[config.mk]
export PLATFORM = sky130hd
export DESIGN_NAME = svang_cordic_stage
export DESIGN_NICKNAME = d
export VERILOG_FILES = /design/src/design/svang_pkg.sv /design/src/design/svang_cordic_stage.sv
export SDC_FILE = /design/constraint.sdc
export NUM_CORES = 1
export LEC_CHECK = 0
export BUFFER_PORTS_ARGS = -buffer_cell sky130_fd_sc_hd__buf_4
export CORE_MARGIN = 2
export CORE_UTILIZATION = 51
export DETAILED_ROUTE_END_ITERATION = 6
export GPL_ROUTABILITY_DRIVEN = 0
export PLACE_DENSITY = 0.75
export SLEW_MARGIN = 40
export SYNTH_ARGS = -nofsm -noshare
export SYNTH_HDL_FRONTEND = slang
export SYNTH_SLANG_ARGS = --single-unit
[constraint.sdc]
create_clock -name clk -period 0.8 [get_ports clk]
set_input_delay 0.12 -clock clk [delete_from_list [all_inputs] [get_ports clk]]
set_output_delay 0.12 -clock clk [all_outputs]
set_load 0.01 [all_outputs]
[src/design/svang_pkg.sv]
// shared types and constants for the signed vector angle core
// no dependencies; used by every module of the core
package svang_pkg;

    localparam int COORD_WIDTH = 16;
    localparam int PROD_W      = 32;   // one coordinate product
    localparam int SUM_W       = 33;   // dot and cross products
    localparam int LEN_W       = 32;   // squared length of one vector
    localparam int LENPROD_W   = 64;   // product of both squared lengths
    localparam int THR_W       = 63;   // threshold register
    localparam int NORM_W      = 44;   // cordic x and y datapath
    localparam int NORM_EXP    = 40;   // normalized magnitude lies in [2^40, 2^41)
    localparam int ANG_W       = 28;   // q.24 angle accumulator
    localparam int OUT_W       = 16;
    localparam int RND_SHIFT   = 11;
    localparam int TABLE_LEN   = 24;
    localparam int PADDR_W     = 4;
    localparam int PDATA_W     = 64;

    localparam logic signed [ANG_W-1:0] ANG_HALF_PI = 28'sd26353590;
    localparam logic signed [ANG_W-1:0] RND_HALF    = 28'sd1024;
    localparam logic signed [OUT_W-1:0] OUT_PI      = 16'sd25736;
    localparam logic [THR_W-1:0]        THR_RESET   = 63'd43;

    // register select bit of paddr (registers are 8 bytes apart)
    localparam logic REG_MIN_LEN_SQ = 1'b0;

    typedef struct packed {
        logic signed [COORD_WIDTH-1:0] first_x;
        logic signed [COORD_WIDTH-1:0] first_y;
        logic signed [COORD_WIDTH-1:0] second_x;
        logic signed [COORD_WIDTH-1:0] second_y;
    } in_beat_t;

    typedef struct packed {
        logic signed [OUT_W-1:0] angle;
        logic                    degenerate;
    } out_beat_t;

    // sideband that travels with every pipeline stage
    typedef struct packed {
        logic valid;
        logic degenerate;
        logic crs_zero;
        logic dot_neg;
    } ctl_t;

    // arctangent of 2^-i in q.24
    function automatic logic signed [ANG_W-1:0] atan_q24(input int idx);
        logic signed [ANG_W-1:0] val;
        unique case (idx)
            0:  val = 28'sd13176795;
            1:  val = 28'sd7778716;
            2:  val = 28'sd4110060;
            3:  val = 28'sd2086331;
            4:  val = 28'sd1047214;
            5:  val = 28'sd524117;
            6:  val = 28'sd262123;
            7:  val = 28'sd131069;
            8:  val = 28'sd65536;
            9:  val = 28'sd32768;
            10: val = 28'sd16384;
            11: val = 28'sd8192;
            12: val = 28'sd4096;
            13: val = 28'sd2048;
            14: val = 28'sd1024;
            15: val = 28'sd512;
            16: val = 28'sd256;
            17: val = 28'sd128;
            18: val = 28'sd64;
            19: val = 28'sd32;
            20: val = 28'sd16;
            21: val = 28'sd8;
            22: val = 28'sd4;
            23: val = 28'sd2;
            default: val = '0;
        endcase
        return val;
    endfunction

endpackage

[src/design/svang_cordic_stage.sv]
// one registered cordic vectoring micro-rotation
// depends on svang_pkg
module svang_cordic_stage
#(
    parameter int STEP = 0
)
(
    input  logic                                  clk,
    input  logic                                  rst_n,
    input  svang_pkg::ctl_t                       ctl_in,
    input  logic signed [svang_pkg::NORM_W-1:0]   x_in,
    input  logic signed [svang_pkg::NORM_W-1:0]   y_in,
    input  logic signed [svang_pkg::ANG_W-1:0]    z_in,
    output svang_pkg::ctl_t                       ctl_out,
    output logic signed [svang_pkg::NORM_W-1:0]   x_out,
    output logic signed [svang_pkg::NORM_W-1:0]   y_out,
    output logic signed [svang_pkg::ANG_W-1:0]    z_out
);

    localparam logic signed [svang_pkg::ANG_W-1:0] ATAN = svang_pkg::atan_q24(STEP);

    svang_pkg::ctl_t                        ctl_reg;
    logic signed [svang_pkg::NORM_W-1:0]    x_reg, y_reg, x_next, y_next;
    logic signed [svang_pkg::ANG_W-1:0]     z_reg, z_next;

    always_comb
    begin
        if (!y_in[svang_pkg::NORM_W-1])
        begin
            x_next = x_in + (y_in >>> STEP);
            y_next = y_in - (x_in >>> STEP);
            z_next = z_in + ATAN;
        end
        else
        begin
            x_next = x_in - (y_in >>> STEP);
            y_next = y_in + (x_in >>> STEP);
            z_next = z_in - ATAN;
        end
    end

    always_ff @(posedge clk or negedge rst_n)
    begin
        if (!rst_n)
            ctl_reg <= '0;
        else
            ctl_reg <= ctl_in;
    end

    always_ff @(posedge clk)
    begin
        x_reg <= x_next;
        y_reg <= y_next;
        z_reg <= z_next;
    end

    assign ctl_out = ctl_reg;
    assign x_out   = x_reg;
    assign y_out   = y_reg;
    assign z_out   = z_reg;

endmodule

==> impl_results.md, run 1 <==
* Run status: did not finish
* Step where the flow halted: 5_1_grt
* First error: [ERROR GRT-0116] Global routing finished with congestion. Check the congestion regions in the DRC Viewer.
* Cell with the most instances after synthesis: sky130_fd_sc_hd__a21oi_1
* Cell types with the highest counts after synthesis: sky130_fd_sc_hd__a21oi_1 (204), sky130_fd_sc_hd__ha_1 (155), sky130_fd_sc_hd__inv_1 (137)
* Final HPWL from detailed placement at 38200 um
* Synth top area share at 0.199
* Number of flip-flops and latches in the synthesized netlist at 119
* Io pins at 242
* Buffer depth of the longest clock path at 2
* All-layer global routing usage at 0.749
* Port Buf Inserts at 241
* Initial cell density of the core at 0.516
* Warnings from Yosys at 0
* Library cell with the largest summed area after synthesis: sky130_fd_sc_hd__dfxtp_1
* Primary FF master, synth: sky130_fd_sc_hd__dfxtp_1
* EDFF count, synth at 0
* Vias in the first global route at 21832
* Sequential element share of the synthesized area at 0.207
* Cell chosen for the clock root: sky130_fd_sc_hd__clkbuf_16
* Nets in the synthesized netlist at 1807
* H-Tree Level Count at 4
* Synth Cell Area at 0.0116 mm2
* Share of flip-flops with an asynchronous set or reset after synthesis at 0.0336
* Post-Synthesis Cells at 1526
* Leading cell types by total area after synthesis: sky130_fd_sc_hd__dfxtp_1 (20%), sky130_fd_sc_hd__ha_1 (17%), sky130_fd_sc_hd__a21oi_1 (8.8%)
* Site row count at 55
* Maximum number of pins on one net before global-route repair at 65
* X dimension of the die at 155 um
* Avg Inst Size Synth at 7.59 um2
* First-pass GRT wire length at 136000 um
* Clk sinks at 119
* Unique cell type count in the Yosys netlist at 73
* Die span in y at 155 um
* GRT overflow at 22
* TritonCTS Buffers at 17
per-layer routing:
| layer | GRT usage | GRT overflow |
|---|---|---|
| met1 | 0.723 | 0 |
| met4 | 0.792 | 17 |
| met3 | 0.601 | 0 |
| met5 | 0.288 | 0 |
| met2 | 0.921 | 5 |
what timing repair did:
item | CTS
endpoints found under the setup margin | 229
pin swaps | 152
cloned | 1
buffers inserted | 68
hold buffers | 8
gates resized for setup | 458
hold endpoints to repair | 13
kinds of logic after synthesis:
family	count (synthesis)	synth area share
adder cells (fa/ha/maj)	159	0.174
AO/OA/AOI/OAI	522	0.284
multiplexers	26	0.0226
AND/OR/NAND/NOR	383	0.159
buffers and inverters	209	0.0708
XOR/XNOR	108	0.0817
flip-flops	119	0.207
per-stage QoR:
stage | area [um2] | instances | TNS (ps) | hold WS [ps] | setup WS (ps)
floorplan | 12500 | 1526 | -132860 | -176 | -1790
global placement | 18200 | 2517 | -175330 | -84.9 | -2110
detailed placement | 18200 | 2517 | -181390 | -80.5 | -2170
CTS | 21100 | 2622 | -156350 | -23.0 | -1700
==> run 2: changes to the inputs <==
--- a/config.mk
+++ b/config.mk
@@ -7,10 +7,10 @@
 export LEC_CHECK = 0
 export BUFFER_PORTS_ARGS = -buffer_cell sky130_fd_sc_hd__buf_4
 export CORE_MARGIN = 2
-export CORE_UTILIZATION = 51
+export CORE_UTILIZATION = 40
 export DETAILED_ROUTE_END_ITERATION = 6
 export GPL_ROUTABILITY_DRIVEN = 0
-export PLACE_DENSITY = 0.75
+export PLACE_DENSITY_LB_ADDON = 0.15
 export SLEW_MARGIN = 40
 export SYNTH_ARGS = -nofsm -noshare
 export SYNTH_HDL_FRONTEND = slang
==> constraint.sdc (replaced) <==
create_clock -name clk -period 1 [get_ports clk]
set_input_delay 0.15 -clock clk [delete_from_list [all_inputs] [get_ports clk]]
set_output_delay 0.15 -clock clk [all_outputs]
set_load 0.01 [all_outputs]
==> impl_results.md, run 2 <==
* Run status: finished with violations
* Violated checks: setup timing
* Fraction of final layout cells with drive strength greater than 1 at 0.557
* Die span in y at 174 um (+13%)
* Vias in the first global route at 14826
* Initial cell density of the core at 0.405 (-0.112)
* Compound-gate portion of the synthesized area at 0.284 (unchanged)
* Pwr per Cell Area at 1270 mW/mm2
* Summed area of non-filler cells in the final layout at 0.0219 mm2
* Most common cell after layout, fill and taps aside: sky130_fd_sc_hd__buf_4
* Die footprint at 0.0303 mm2
* Mux share of post-synthesis cell area at 0.0226 (unchanged)
* Dominant combinational cell family by area after synthesis: compound AO/OA/AOI/OAI gates
* Commonest cells after routing, fill and taps aside: sky130_fd_sc_hd__buf_4 (630), sky130_fd_sc_hd__buf_6 (197), sky130_fd_sc_hd__a21oi_1 (135), sky130_fd_sc_hd__ha_1 (120), sky130_fd_sc_hd__inv_1 (119)
* Post-synthesis adder-cell area fraction at 0.174 (unchanged)
* Cell chosen for the clock root: sky130_fd_sc_hd__clkbuf_16
* Critical path capture point type: register
* Cell types with the highest counts after synthesis: sky130_fd_sc_hd__a21oi_1 (204), sky130_fd_sc_hd__ha_1 (155), sky130_fd_sc_hd__inv_1 (137)
* XOR/XNOR Fraction of Synth Area at 0.0817 (unchanged)
* Signed area change from the synthesized netlist to the final layout at 89.5%
* Setup_tns at -119020 ps
* GRT overflow at 0
* Site row count at 62 (+13%)
* Crit Path Max Fanout at 2
* Number of design-rule violations left by the first detailed-router iteration at 1289
* Nets in the synthesized netlist at 1807 (unchanged)
* Unrepaired setup endpoints after global routing: true
* Period utilisation layout at 2.63
* Via total after detailed routing at 15176
* EDFF count, synth at 0 (unchanged)
* Startpoint Class: primary input
* Avg Inst Size Synth at 7.59 um2 (unchanged)
* Cell leakage power at 10.2 nW
* Port Buf Inserts at 241 (unchanged)
* Simple-gate area share of the yosys netlist at 0.159 (unchanged)
* Fill cell total of the finished layout at 1845
* Critical path arrival at 2960 ps
* Final worst path period need at 2630 ps
* Clock tree from TritonCTS: built
* Instance area at placement at 0.0183 mm2 (+0.71%)
* All-layer global routing usage at 0.313
* Number of flip-flops and latches in the synthesized netlist at 119 (unchanged)
* Detailed-route wire length per cell at 19.1 um
* Buffer depth of the longest clock path at 2 (unchanged)
* Synth Cell Area at 0.0116 mm2 (unchanged)
* Io pins at 242 (unchanged)
* Required time reported for the critical path endpoint at 1330 ps
* Primary FF master, synth: sky130_fd_sc_hd__dfxtp_1
* Ant diodes at 0
* Worst-case headroom to the max-slew limit at 0.440
* Vias per std cell at 5.58
* Fin. Hold Viols at 0
* Number of antenna violations at the first check in global routing at 0
* Max Clock Freq at 0.381 GHz
* Type of the worst min-delay path: primary input to register
* Max reg flops at 44
* Cell with the most instances after synthesis: sky130_fd_sc_hd__a21oi_1
* Leading cell types by total area after synthesis: sky130_fd_sc_hd__dfxtp_1 (20%), sky130_fd_sc_hd__ha_1 (17%), sky130_fd_sc_hd__a21oi_1 (8.8%)
* Library cell with the largest summed area after synthesis: sky130_fd_sc_hd__dfxtp_1
* Final HPWL from detailed placement at 37000 um (-3.0%)
* Register clock-pin slew on the reported worst setup and hold paths at 60 ps
* Warnings from Yosys at 0 (unchanged)
* Count of endpoints failing setup in the final report at 195
* Final setup slack of the worst path at -1630 ps
* Post-Synthesis Cells at 1526 (unchanged)
* Synth top area share at 0.199 (unchanged)
* X dimension of the die at 174 um (+13%)
* First-pass GRT wire length at 76300 um
* Share of flip-flops with an asynchronous set or reset after synthesis at 0.0336 (unchanged)
* Transition at the pin with the smallest max-transition slack at 840 ps
* H-Tree Level Count at 4 (unchanged)
* Unique cell type count in the Yosys netlist at 73 (unchanged)
* DR pass1 iterations at 6
* Sequential element share of the synthesized area at 0.207 (unchanged)
* Maximum number of pins on one net before global-route repair at 65
* Clk sinks at 119 (unchanged)
* Category of the most critical setup path: primary input to register
* Worst-case vdd ir drop at 1.15 mV
* Core outline area at 0.0286 mm2
* Total number of nets in the final design at 2607
* Number of nets still failing antenna checks after routing at 0
* TritonCTS Buffers at 17 (unchanged)
* Wire length after detailed routing at 51900 um
* Number of max-cap violations at 0
* Total count of max-transition violations in the final report at 0
* Total DRC errors in the routed layout at 0
-- run 2: cell counts after synthesis --
Identical to the previous run, type by type.
-- run 2: final timing paths --
kind	startpoint	endpoint	slack, ps	depth (start not counted)
min	z_in[0]	z_out[1]	40	2
min in group asynchronous	rst_n	ctl_out[1]	50	2
max in group asynchronous	rst_n	ctl_out[0]	850	2
max	y_in[0]	x_out[42]	-1630	15
-- run 2: worst max-delay path: stages --
cell and delay [ps]:
sky130_fd_sc_hd__buf_12 110, sky130_fd_sc_hd__buf_8 120, sky130_fd_sc_hd__ha_4 150, sky130_fd_sc_hd__fa_2 360, sky130_fd_sc_hd__nand3b_1 220, sky130_fd_sc_hd__a21oi_2 240
sky130_fd_sc_hd__buf_4 170, sky130_fd_sc_hd__nor3_4 50, sky130_fd_sc_hd__o31ai_4 290, sky130_fd_sc_hd__a41o_1 270, sky130_fd_sc_hd__buf_6 140, sky130_fd_sc_hd__a221oi_4 70
sky130_fd_sc_hd__o2111ai_2 180, sky130_fd_sc_hd__o211ai_1 160, sky130_fd_sc_hd__xnor2_1 240
-- run 2: stage by stage --
step | util | setup WS (ps) | cells | total power [mW] | hold WS [ps]
after global placement | 0.641 | -2050 | 2620 | 18.2 | -54.5
after CTS | 0.723 | -1480 | 2704 | 26.3 | 2.01
after detailed placement | 0.641 | -2090 | 2620 | 18.3 | -50.9
final | 0.767 | -1630 | 2722 | 27.8 | 36.2
after floorplan | - | -1620 | 1526 | 12.1 | -146
after global routing | 0.767 | -1710 | 2722 | 29.0 | 27.1
-- run 2: what timing repair did --
action	CTS	global route
gates resized for setup	370	266
hold buffers	8	0
cloned	1	0
pin swaps	101	152
endpoints found under the hold margin	12	0
setup buffers	45	41
setup endpoints to repair	229	228
-- run 2: area by class of cell --
class	instances	area (um2)	share of cell area
repair inverters	1	16.3	0.000741
inverters	143	596	0.0271
flip-flops and latches	119	2540	0.116
multi-input cells	1198	10500	0.480
clock inverters	9	77.6	0.00354
repair buffers	846	7230	0.329
clock buffers	22	464	0.0212
well taps	384	480	0.0219
-- run 2: metal layers --
metal,global-route usage,share of wire,vias up
met5,0,0,-
met4,0.150,0.051,0
met3,0.0387,0.063,217
met2,0.547,0.49,764
met1,0.382,0.39,7166
li1,-,-,7029
-- run 2: report_power, final --
| part | internal [mW] | leakage [nW] | total (mW) | switching [mW] |
|---|---|---|---|---|
| registers | 6.10 | 1.02 | 6.68 | 0.579 |
| clock network | 3.50 | 0.262 | 5.86 | 2.35 |
| logic | 8.05 | 8.90 | 15.3 | 7.25 |
| total | 17.7 | 10.2 | 27.8 | 10.2 |
-- run 2: kinds of logic after synthesis --
family | after synthesis
adders and majority gates | 159
xor gates and xnor gates | 108
muxes | 26
buffers and inverters | 209
AOI/OAI and AO/OA | 522
DFF | 119
and+or+nand+nor | 383
(Power assumes the default switching activity.)
