[src/design/svang_pkg.sv]
// shared types and constants for the signed vector angle core
// no dependencies; used by every module of the core
package svang_pkg;

    localparam int COORD_WIDTH = 16;
    localparam int PROD_W      = 32;   // one coordinate product
    localparam int SUM_W       = 33;   // dot and cross products
    localparam int LEN_W       = 32;   // squared length of one vector
    localparam int LENPROD_W   = 64;   // product of both squared lengths
    localparam int THR_W       = 63;   // threshold register
    localparam int NORM_W      = 44;   // cordic x and y datapath
    localparam int NORM_EXP    = 40;   // normalized magnitude lies in [2^40, 2^41)
    localparam int ANG_W       = 28;   // q.24 angle accumulator
    localparam int OUT_W       = 16;
    localparam int RND_SHIFT   = 11;
    localparam int TABLE_LEN   = 24;
    localparam int PADDR_W     = 4;
    localparam int PDATA_W     = 64;

    localparam logic signed [ANG_W-1:0] ANG_HALF_PI = 28'sd26353590;
    localparam logic signed [ANG_W-1:0] RND_HALF    = 28'sd1024;
    localparam logic signed [OUT_W-1:0] OUT_PI      = 16'sd25736;
    localparam logic [THR_W-1:0]        THR_RESET   = 63'd43;

    // register select bit of paddr (registers are 8 bytes apart)
    localparam logic REG_MIN_LEN_SQ = 1'b0;

    typedef struct packed {
        logic signed [COORD_WIDTH-1:0] first_x;
        logic signed [COORD_WIDTH-1:0] first_y;
        logic signed [COORD_WIDTH-1:0] second_x;
        logic signed [COORD_WIDTH-1:0] second_y;
    } in_beat_t;

    typedef struct packed {
        logic signed [OUT_W-1:0] angle;
        logic                    degenerate;
    } out_beat_t;

    // sideband that travels with every pipeline stage
    typedef struct packed {
        logic valid;
        logic degenerate;
        logic crs_zero;
        logic dot_neg;
    } ctl_t;

    // arctangent of 2^-i in q.24
    function automatic logic signed [ANG_W-1:0] atan_q24(input int idx);
        logic signed [ANG_W-1:0] val;
        unique case (idx)
            0:  val = 28'sd13176795;
            1:  val = 28'sd7778716;
            2:  val = 28'sd4110060;
            3:  val = 28'sd2086331;
            4:  val = 28'sd1047214;
            5:  val = 28'sd524117;
            6:  val = 28'sd262123;
            7:  val = 28'sd131069;
            8:  val = 28'sd65536;
            9:  val = 28'sd32768;
            10: val = 28'sd16384;
            11: val = 28'sd8192;
            12: val = 28'sd4096;
            13: val = 28'sd2048;
            14: val = 28'sd1024;
            15: val = 28'sd512;
            16: val = 28'sd256;
            17: val = 28'sd128;
            18: val = 28'sd64;
            19: val = 28'sd32;
            20: val = 28'sd16;
            21: val = 28'sd8;
            22: val = 28'sd4;
            23: val = 28'sd2;
            default: val = '0;
        endcase
        return val;
    endfunction

endpackage

[src/design/svang_norm.sv]
// normalizer: two-stage binary left shift of x/y into [2^40, 2^41), threshold test
// depends on svang_pkg
module svang_norm
(
    input  logic                                  clk,
    input  logic                                  rst_n,
    input  svang_pkg::ctl_t                       ctl_in,
    input  logic signed [svang_pkg::SUM_W-1:0]    x_in,
    input  logic signed [svang_pkg::SUM_W-1:0]    y_in,
    input  logic signed [svang_pkg::ANG_W-1:0]    z_in,
    input  logic [svang_pkg::LENPROD_W-1:0]       lenprod_in,
    input  logic [svang_pkg::THR_W-1:0]           threshold,
    output svang_pkg::ctl_t                       ctl_out,
    output logic signed [svang_pkg::NORM_W-1:0]   x_out,
    output logic signed [svang_pkg::NORM_W-1:0]   y_out,
    output logic signed [svang_pkg::ANG_W-1:0]    z_out
);

    localparam int NW = svang_pkg::NORM_W;
    localparam int NE = svang_pkg::NORM_EXP;

    svang_pkg::ctl_t                     ctl1_reg, ctl1_next, ctl2_reg;
    logic signed [NW-1:0]                x1_reg, y1_reg, x1_next, y1_next;
    logic [NW-1:0]                       m1_reg, m1_next;
    logic signed [svang_pkg::ANG_W-1:0]  z1_reg, z2_reg;
    logic signed [NW-1:0]                x2_reg, y2_reg, x2_next, y2_next;

    // first half: shifts of 32, 16, 8
    always_comb
    begin
        logic signed [NW-1:0] xs, ys;
        logic [NW-1:0]        ax, ay, m;
        xs = NW'(x_in);
        ys = NW'(y_in);
        ax = xs[NW-1] ? NW'(-xs) : NW'(xs);
        ay = ys[NW-1] ? NW'(-ys) : NW'(ys);
        m  = ax | ay;
        for (int k = 0; k < 3; k++)
        begin
            if ((m >> (NE + 1 - (32 >> k))) == '0)
            begin
                xs = xs <<< (32 >> k);
                ys = ys <<< (32 >> k);
                m  = m << (32 >> k);
            end
        end
        x1_next = xs;
        y1_next = ys;
        m1_next = m;
        ctl1_next = ctl_in;
        ctl1_next.degenerate = (lenprod_in < svang_pkg::LENPROD_W'(threshold));
    end

    // second half: shifts of 4, 2, 1
    always_comb
    begin
        logic signed [NW-1:0] xs, ys;
        logic [NW-1:0]        m;
        xs = x1_reg;
        ys = y1_reg;
        m  = m1_reg;
        for (int k = 3; k < 6; k++)
        begin
            if ((m >> (NE + 1 - (32 >> k))) == '0)
            begin
                xs = xs <<< (32 >> k);
                ys = ys <<< (32 >> k);
                m  = m << (32 >> k);
            end
        end
        x2_next = xs;
        y2_next = ys;
    end

    always_ff @(posedge clk or negedge rst_n)
    begin
        if (!rst_n)
        begin
            ctl1_reg <= '0;
            ctl2_reg <= '0;
        end
        else
        begin
            ctl1_reg <= ctl1_next;
            ctl2_reg <= ctl1_reg;
        end
    end

    always_ff @(posedge clk)
    begin
        x1_reg <= x1_next;
        y1_reg <= y1_next;
        m1_reg <= m1_next;
        z1_reg <= z_in;
        x2_reg <= x2_next;
        y2_reg <= y2_next;
        z2_reg <= z1_reg;
    end

    assign ctl_out = ctl2_reg;
    assign x_out   = x2_reg;
    assign y_out   = y2_reg;
    assign z_out   = z2_reg;

endmodule

[config.mk]
export PLATFORM = sky130hd
export DESIGN_NAME = svang_norm
export DESIGN_NICKNAME = d
export VERILOG_FILES = /design/src/design/svang_pkg.sv /design/src/design/svang_norm.sv
export SDC_FILE = /design/constraint.sdc
export NUM_CORES = 1
export LEC_CHECK = 0
export BUFFER_PORTS_ARGS = -buffer_cell sky130_fd_sc_hd__buf_2
export CELL_PAD_IN_SITES_DETAIL_PLACEMENT = 0
export CELL_PAD_IN_SITES_GLOBAL_PLACEMENT = 1
export CORE_ASPECT_RATIO = 0.5
export CORE_MARGIN = 8
export CORE_UTILIZATION = 41
export CTS_CLUSTER_SIZE = 30
export DETAILED_ROUTE_END_ITERATION = 10
export GPL_ROUTABILITY_DRIVEN = 0
export PLACE_DENSITY = 0.92
export SYNTH_ARGS = -nofsm -noshare
export SYNTH_HDL_FRONTEND = slang
export SYNTH_SLANG_ARGS = --single-unit
[constraint.sdc]
create_clock -name clk -period 3.69 [get_ports clk]
set_clock_uncertainty 0.1 [all_clocks]
set_input_delay 0.1845 -clock clk [delete_from_list [all_inputs] [get_ports clk]]
set_output_delay 0.1845 -clock clk [all_outputs]
set_load 0.01 [all_outputs]
==> key figures, run 1 <==
Drt
  • Initial DRC Count: between 1000 and 1500
  • Drt wl/cell: roughly 20 um
  • Via count: ~13000
  • # DRC: 0
  • Total wire length: 46600 um
  • Routed Antenna Nets: 0
  • Drt pass-1 iters: 6
  • Via density: approximately 5.4

Placement
  • Area of placed instances: 16900 um2
  • HPWL Detailed: around 36000 um
  • Port bufs: around 350

Layout
  • Filler cell count: slightly below 3000
  • Most frequent cells in the layout: buf_2, dfxtp_1, mux2i_1
  • Fin area: about 18000 um2
  • Synth-to-layout area growth: 36.3%
  • Nets: approximately 2200
  • Post-layout util: 56.2%
  • Layout cells sized above 1: around 36%
  • Commonest non-fill, non-tap cell in the layout: buf_2

Timing
  • Final hold vios: 0
  • Relative slew slack: 45.1%
  • Maximum clock rate: between 200 and 300 MHz
  • Min cycle time layout: approximately 3600 ps
  • Period Utilization, post-route: approximately 98%
  • Hold_ws: approximately 19 ps
  • Worst-Margin Slew: approximately 820 ps
  • Final slew viol count: 0
  • Final setup fails: 0

Logic synthesis
  • Mapped cell area: between 10000 and 15000 um2
  • Seq cells post-synth: 250
  • Ys Warns: 0
  • Area share of fa/ha/maj cells after synthesis: just under 6%
  • Sequential area share after synthesis: 37.4%
  • Synth Area in XOR/XNOR: about 2.9%
  • Number of library cell types mapped by synthesis: 67
  • Synth Area in Compound Gates: between 10% and 20%
  • Asr flop ratio synth: ~3.2%
  • Post-synth EDFFs: 0
  • Mapped Cells: between 1000 and 1500
  • Most used flip-flop cell after synthesis: dfxtp_1
  • Largest family of logic cells by synthesized area: multiplexers
  • Post-Synth Simple-Gate Area: 13.1%
  • Post-Syn Area per Cell: 9.67 um2
  • Post-synthesis mux area share: between 20% and 30%

GRT
  • Vias in the first global route: 12900
  • Largest net degree at the start of global routing: 58
  • First-pass GRT wire length: 69900 um
  • GRT overflow: 0
  • Initial antenna violation count: 15
  • GR Util All Layers: 22.1%

Critical path
  • Setup crit end kind: flop
  • Worst Path Max Fanout: 18
  • Worst path max stage delay: between 500 and 600 ps
  • Crit path kind: primary input to flop
  • Critical-path cell list: dlygate4sd3_1 -> buf_2 -> or4_4 -> or4_4 -> o31ai_2 -> xor2_1 -> nand4_1 -> nor3_4 -> nand2_2 -> a21o_1 -> buf_12 -> mux4_1 -> and2_1
  • RR Startpoint: m1_reg[40]
  • Critical Path Source Type: primary input
  • Req. time, crit path: ~4000 ps
  • R2r worst-path depth: 5
  • Worst setup path startpoint: y_in[26]
  • Slowest stage cell, crit path: dlygate4sd3_1
  • Worst path arrival time: a little under 4000 ps
  • Crit path top cell by count: or4_4
  • Worst r2r dst: y_out[42]
  • R2r setup slk: 710 ps

Min path
  • HP Class: primary input to flop
  • Min-delay src: x_in[0]
  • Min-Delay Endpoint: x1_reg[16]
  • Worst Hold Path Cells: 4

Power
  • Clock share of power: between 30% and 40%
  • Internal: slightly above 5 mW
  • Power per cell area: between 300 and 400 nW/um2
  • Total power: about 6.8 mW
  • Sequential fraction of design power: between 40% and 50%
  • Comb power frac: around 18%
  • Leak Pwr: roughly 8.2 nW
  • Switching power total: around 1.7 mW
  • VDD IR max: 0.000294 V
  • Sw frac: ~26%

Floorplanning
  • I/O pin total: about 350
  • Rows: 47
  • Die height: 144 um
  • Core Region: ~33000 um2
  • Full die area: 39300 um2
  • Initial Util: 41.2%
  • Die width: roughly 270 um

Clock network
  • Reg clk slew, reported paths: about 60 ps
  • CTS tree: built
  • Later-pin clock latency in the skew report: 510 ps
  • Clock Sinks: 250
  • TritonCTS Buffers: 25
  • Root Buffer: clkbuf_16
  • H-tree depth: 1
  • Clk buf depth: 3

Outcome
  • Status: finished, final reports clean

Job
  • Total of max-cap violations: 0
==> per-stage QoR <==
step | TNS, ps | setup WS (ps) | instances
after floorplan | 0 | 3.41 | 1412
after CTS | 0 | 28.3 | 2360
after detailed placement | -11720 | -374 | 2265
after global placement | -5430 | -273 | 2265
final | 0 | 55.9 | 2371
after global routing | -35.0 | -11.7 | 2368
==> layer usage <==
metal	vias up	wire [um]	GRT usage, %
met5	-	78	0
met4	14	1780	8.82
met3	156	4200	5.40
met2	594	22700	38.4
met1	5949	17800	26.4
li1	6108	-	-
==> cells by family after synthesis <==
kind of cell | Yosys count
AOI/OAI and AO/OA | 253
xor gates and xnor gates | 45
adders and majority gates | 64
buffers and inverters | 187
DFF | 250
muxes | 268
other | 1
and+or+nand+nor | 326
==> layout make-up <==
class / count / area, um2 / share of cell area (%)
flip-flops and latches: 250 / 5040 / 27.5
clock buffers: 34 / 719 / 3.92
well taps: 441 / 552 / 3.00
multi-input cells: 975 / 7930 / 43.2
diodes: 9 / 22.5 / 0.123
repair buffers: 571 / 3660 / 19.9
clock inverters: 9 / 138 / 0.749
inverters: 82 / 308 / 1.68
==> Yosys cell counts, types with 15 or more instances <==
master    instances  area, um2
dfxtp_1         242       4840
mux2i_1         165       1650
a21oi_1          88        440
mux2_2           82        923
inv_1            81        304
clkbuf_1         71        267
nand2_1          67        251
ha_1             64        801
nand3_1          56        280
nor2_1           46        173
a21o_1           32        240
and2_1           30        188
o21ai_0          28        140
nor4_1           27        169
xor2_1           27        236
nand4_1          24        150
mux4_2           19        428
xnor2_1          18        158
buf_1            15       56.3
o41ai_1          15        131
==> worst max-delay path, delay by kind of cell <==
| family | cells | cell delay, ps |
|---|---|---|
| AOI/OAI and AO/OA | 2 | 450 |
| xor gates and xnor gates | 1 | 250 |
| buffers and inverters | 3 | 830 |
| muxes | 1 | 440 |
| and+or+nand+nor | 6 | 1780 |
==> power groups by stage <==
stage | logic (mW) | registers, mW | clock network, mW
6_report | 1.21 | 2.96 | 2.60
5_1_grt | 1.30 | 2.98 | 2.78
4_1_cts | 1.18 | 2.96 | 2.65
3_5_place_dp | 1.13 | 3.02 | 0
3_3_place_gp | 1.12 | 3.01 | 0
2_1_floorplan | 0.544 | 3.05 | 0
==> worst max-delay path by stage <==
stage                       endpoint  slack, ps  depth (start not counted)
after floorplan           y1_reg[30]          3                         14
final                     x1_reg[26]         60                         13
after global routing      x1_reg[26]        -10                         13
after detailed placement  m1_reg[37]       -370                         17
after CTS                 m1_reg[37]         30                         15
after global placement    m1_reg[37]       -270                         16
==> timing repair <==
item / 4_1_cts / 5_1_grt
endpoints found under the hold margin: 58 / 0
setup buffers: 0 / 2
resized for setup: 0 / 22
hold buffers: 52 / 0
setup endpoints to repair: 0 / 57
(Power assumes the default switching activity.)
==> run 2, diff against run 1 <==
--- a/config.mk
+++ b/config.mk
@@ -5,16 +5,17 @@
 export SDC_FILE = /design/constraint.sdc
 export NUM_CORES = 1
 export LEC_CHECK = 0
+export ABC_AREA = 1
 export BUFFER_PORTS_ARGS = -buffer_cell sky130_fd_sc_hd__buf_2
 export CELL_PAD_IN_SITES_DETAIL_PLACEMENT = 0
 export CELL_PAD_IN_SITES_GLOBAL_PLACEMENT = 1
 export CORE_ASPECT_RATIO = 0.5
 export CORE_MARGIN = 8
-export CORE_UTILIZATION = 41
+export CORE_UTILIZATION = 37
 export CTS_CLUSTER_SIZE = 30
 export DETAILED_ROUTE_END_ITERATION = 10
 export GPL_ROUTABILITY_DRIVEN = 0
-export PLACE_DENSITY = 0.92
+export PLACE_DENSITY = 0.91
 export SYNTH_ARGS = -nofsm -noshare
 export SYNTH_HDL_FRONTEND = slang
 export SYNTH_SLANG_ARGS = --single-unit
==> run 2 against run 1 <==
  * Setup slack gained 140 ps
  * Register-to-register slack gained 180 ps
  * Sequential share of layout area grew 0.45 points
  * First-iteration DRC count shrank 5.0%
  * Critical endpoint is now x1_reg[24]
  * Largest power group unchanged
==> key figures, run 2 <==
GRT
  • First-pass GRT wire length: 73600 um (was 69900 um)
  • Initial antenna violation count: 7 (was 15)
  • Largest net degree at the start of global routing: 95 (was 58)
  • Vias in the first global route: 13900 (was 12900)
  • GR Util All Layers: 19.8% (was 22.1%)
  • GRT overflow: 0 (unchanged)

Critical path
  • Crit path kind: primary input to flop (unchanged)
  • Critical Path Source Type: primary input (unchanged)
  • R2r worst-path depth: 10 (was 5)
  • Worst Path Max Fanout: 19 (was 18)
  • Worst setup path startpoint: x_in[0] (was y_in[26])
  • Req. time, crit path: 4050 ps (was 4000 ps)
  • RR Startpoint: m1_reg[42] (was m1_reg[40])
  • R2r setup slk: 890 ps (was 710 ps)
  • Worst r2r dst: y_out[37] (was y_out[42])
  • Worst path arrival time: 3850 ps (was 3940 ps)
  • Setup crit end kind: flop (unchanged)

Layout
  • Nets: 2845 (was 2196)
  • Synth-to-layout area growth: 28.4% (was 36.3%)
  • Post-layout util: 48.3% (was 56.2%)
  • Fin area: 18100 um2 (was 18400 um2)
  • Commonest non-fill, non-tap cell in the layout: nand2_1 (was buf_2)
  • Most frequent cells in the layout: nand2_1, buf_2, dfxtp_1 (was buf_2, dfxtp_1, mux2i_1)
  • Register area: 5040 um2 (unchanged)
  • Filler cell count: 3828 (was 2946)
  • Layout cells sized above 1: 22.1% (was 36.5%)
  • Final non-filler cell total: 3071 (was 2371)
  • Multi-input logic area: 8140 um2 (was 7930 um2)

Floorplanning
  • Initial Util: 37.6% (was 41.2%)
  • Rows: 50 (was 47)
  • Die width: 292 um (was 272 um)
  • Die height: 154 um (was 144 um)
  • Core Region: 37500 um2 (was 32700 um2)
  • I/O pin total: 347 (unchanged)
  • Full die area: 45000 um2 (was 39300 um2)

Placement
  • HPWL Detailed: 37600 um (was 36300 um)
  • Port bufs: 345 (unchanged)
  • Post-Place Cells: 2951 (was 2265)
  • Area of placed instances: 16300 um2 (was 16900 um2)

Logic synthesis
  • Mapped cell area: 14100 um2 (was 13500 um2)
  • Seq cells post-synth: 250 (unchanged)
  • Ys Warns: 0 (unchanged)
  • Most frequent cell after synthesis: nand2_1 (was dfxtp_1)
  • Asr flop ratio synth: 3.20% (unchanged)
  • Post-synth EDFFs: 0 (unchanged)
  • Post-synth top cells: nand2_1, dfxtp_1, o21ai_0 (was dfxtp_1, mux2i_1, a21oi_1)
  • Post-synth top area cell: dfxtp_1 (unchanged)
  • Post-Syn Area per Cell: 6.50 um2 (was 9.67 um2)
  • Sequential area share after synthesis: 35.8% (was 37.4%)
  • Mapped Cells: 2166 (was 1394)
  • Number of library cell types mapped by synthesis: 43 (was 67)
  • Synth top area share: 34.4% (was 35.9%)
  • Top cells by area, synth: dfxtp_1, nand2_1, o21ai_0, nand3_1, ha_1 (was dfxtp_1, mux2i_1, mux2_2, ha_1, a21oi_1)
  • Most used flip-flop cell after synthesis: dfxtp_1 (unchanged)

Drt
  • Via density: 4.82 (was 5.41)
  • Drt pass-1 iters: 9 (was 6)
  • Total wire length: 47500 um (was 46600 um)
  • Initial DRC Count: 1066 (was 1122)
  • Via count: 14800 (was 12800)
  • Drt wl/cell: 15.5 um (was 19.6 um)
  • # DRC: 0 (unchanged)
  • Routed Antenna Nets: 0 (unchanged)

Power
  • Sw frac: 26.2% (was 25.5%)
  • Power per cell area: 374 nW/um2 (was 368 nW/um2)
  • Internal: 4.99 mW (was 5.04 mW)
  • Comb power frac: 16.7% (was 17.8%)
  • Total power: 6.76 mW (about the same)
  • Clock share of power: 39.8% (was 38.4%)
  • Leak Pwr: 9.19 nW (was 8.25 nW)
  • VDD IR max: 0.000392 V (was 0.000294 V)
  • Sequential fraction of design power: 43.5% (was 43.8%)
  • Switching power total: 1.77 mW (was 1.73 mW)

Timing
  • Maximum clock rate: 287 MHz (was 275 MHz)
  • Min cycle time layout: 3490 ps (was 3630 ps)
  • Relative slew slack: 40.2% (was 45.1%)
  • Final setup fails: 0 (unchanged)
  • Final slew viol count: 0 (unchanged)
  • Final hold vios: 0 (unchanged)
  • Period Utilization, post-route: 94.6% (was 98.5%)
  • Worst-Margin Slew: 896 ps (was 819 ps)
  • Setup TNS Final: 0 ps (unchanged)

Min path
  • Min-delay src: lenprod_in[62] (was x_in[0])
  • Worst Hold Path Cells: 5 (was 4)
  • HP Class: primary input to flop (unchanged)
  • Min-Delay Endpoint: ctl1_reg[2] (was x1_reg[16])

Clock network
  • Root Buffer: clkbuf_16 (unchanged)
  • CTS tree: built (unchanged)
  • Clock Sinks: 250 (unchanged)
  • TritonCTS Buffers: 26 (was 25)
  • Reg clk slew, reported paths: 60 ps (about the same)
  • H-tree depth: 1 (unchanged)
  • Clk buf depth: 3 (unchanged)
  • Later-pin clock latency in the skew report: 530 ps (was 510 ps)

Outcome
  • Status: finished, final reports clean (unchanged)

Job
  • Total of max-cap violations: 0 (unchanged)
## run 2: per-stage QoR
step / setup WS, ps / hold slack [ps]
2_1_floorplan: 783 / -211
3_3_place_gp: 62.6 / -72.9
3_5_place_dp: 27.1 / -66.9
4_1_cts: 21.9 / 5.29
5_1_grt: -35.0 / 31.0
6_report: 201 / 19.8
## run 2: what timing repair did
item                                    CTS  global route
endpoints found under the setup margin    0            67
resized for setup                         0            51
endpoints found under the hold margin    78             0
hold buffers                             65             0
buffers inserted                          0             4
## run 2: cell families after synthesis
logic type,share of synthesized area (%)
AND/OR/NAND/NOR,38.0
AO/OA/AOI/OAI,11.2
buffers and inverters,8.13
flip-flops,35.8
adder cells (fa/ha/maj),5.68
XOR/XNOR,0.684
multiplexers,0.426
other,0.0266
## run 2: routing by layer
metal	track usage [%]	vias to the layer above	share of wire (%)
met4	8.02	6	4.0
met5	0	-	0.065
met3	2.56	108	5.5
met2	34.7	436	47
li1	-	7701	-
met1	24.4	6556	43
## run 2: power groups by stage
| stage | Combinational [mW] | Sequential (mW) | Clock (mW) |
|---|---|---|---|
| floorplan | 0.523 | 3.04 | 0 |
| global placement | 1.04 | 2.99 | 0 |
| detailed placement | 1.06 | 3.00 | 0 |
| CTS | 1.11 | 2.94 | 2.74 |
| global route | 1.26 | 2.96 | 2.86 |
| finish | 1.13 | 2.94 | 2.69 |
## run 2: layout make-up
| type | instances | area share [%] |
|---|---|---|
| flip-flops and latches | 250 | 27.9 |
| multi-input cells | 1653 | 45.0 |
| repair buffers | 444 | 14.9 |
| clock inverters | 10 | 0.823 |
| well taps | 494 | 3.42 |
| clock buffers | 38 | 4.23 |
| inverters | 179 | 3.72 |
| diodes | 3 | 0.0415 |
## run 2: how the worst max path moves through the flow
stage / to / cells after the start
after floorplan: x1_reg[32] / 27
after global placement: x1_reg[33] / 27
after detailed placement: x1_reg[27] / 27
after CTS: x1_reg[27] / 28
after global routing: y1_reg[33] / 29
final: x1_reg[24] / 28
## run 2: worst max-delay path: stages
cell	delay [ps]
dlygate4sd3_1	540
buf_2	160
inv_2	90
ha_4	160
nand3_4	120
nor2_4	180
nand2_2	80
nand2_2	80
nand2_1	50
nand2_1	90
nand3_2	110
nor2_2	130
nand3_1	90
nor2_2	160
nand2_2	80
nor2_4	230
buf_6	140
o21ai_2	50
nand2_2	90
nor2_4	70
nand3_1	120
nand2_1	70
inv_1	60
nand2_1	110
nor2_8	160
buf_4	250
nand3_1	100
nand2_1	100
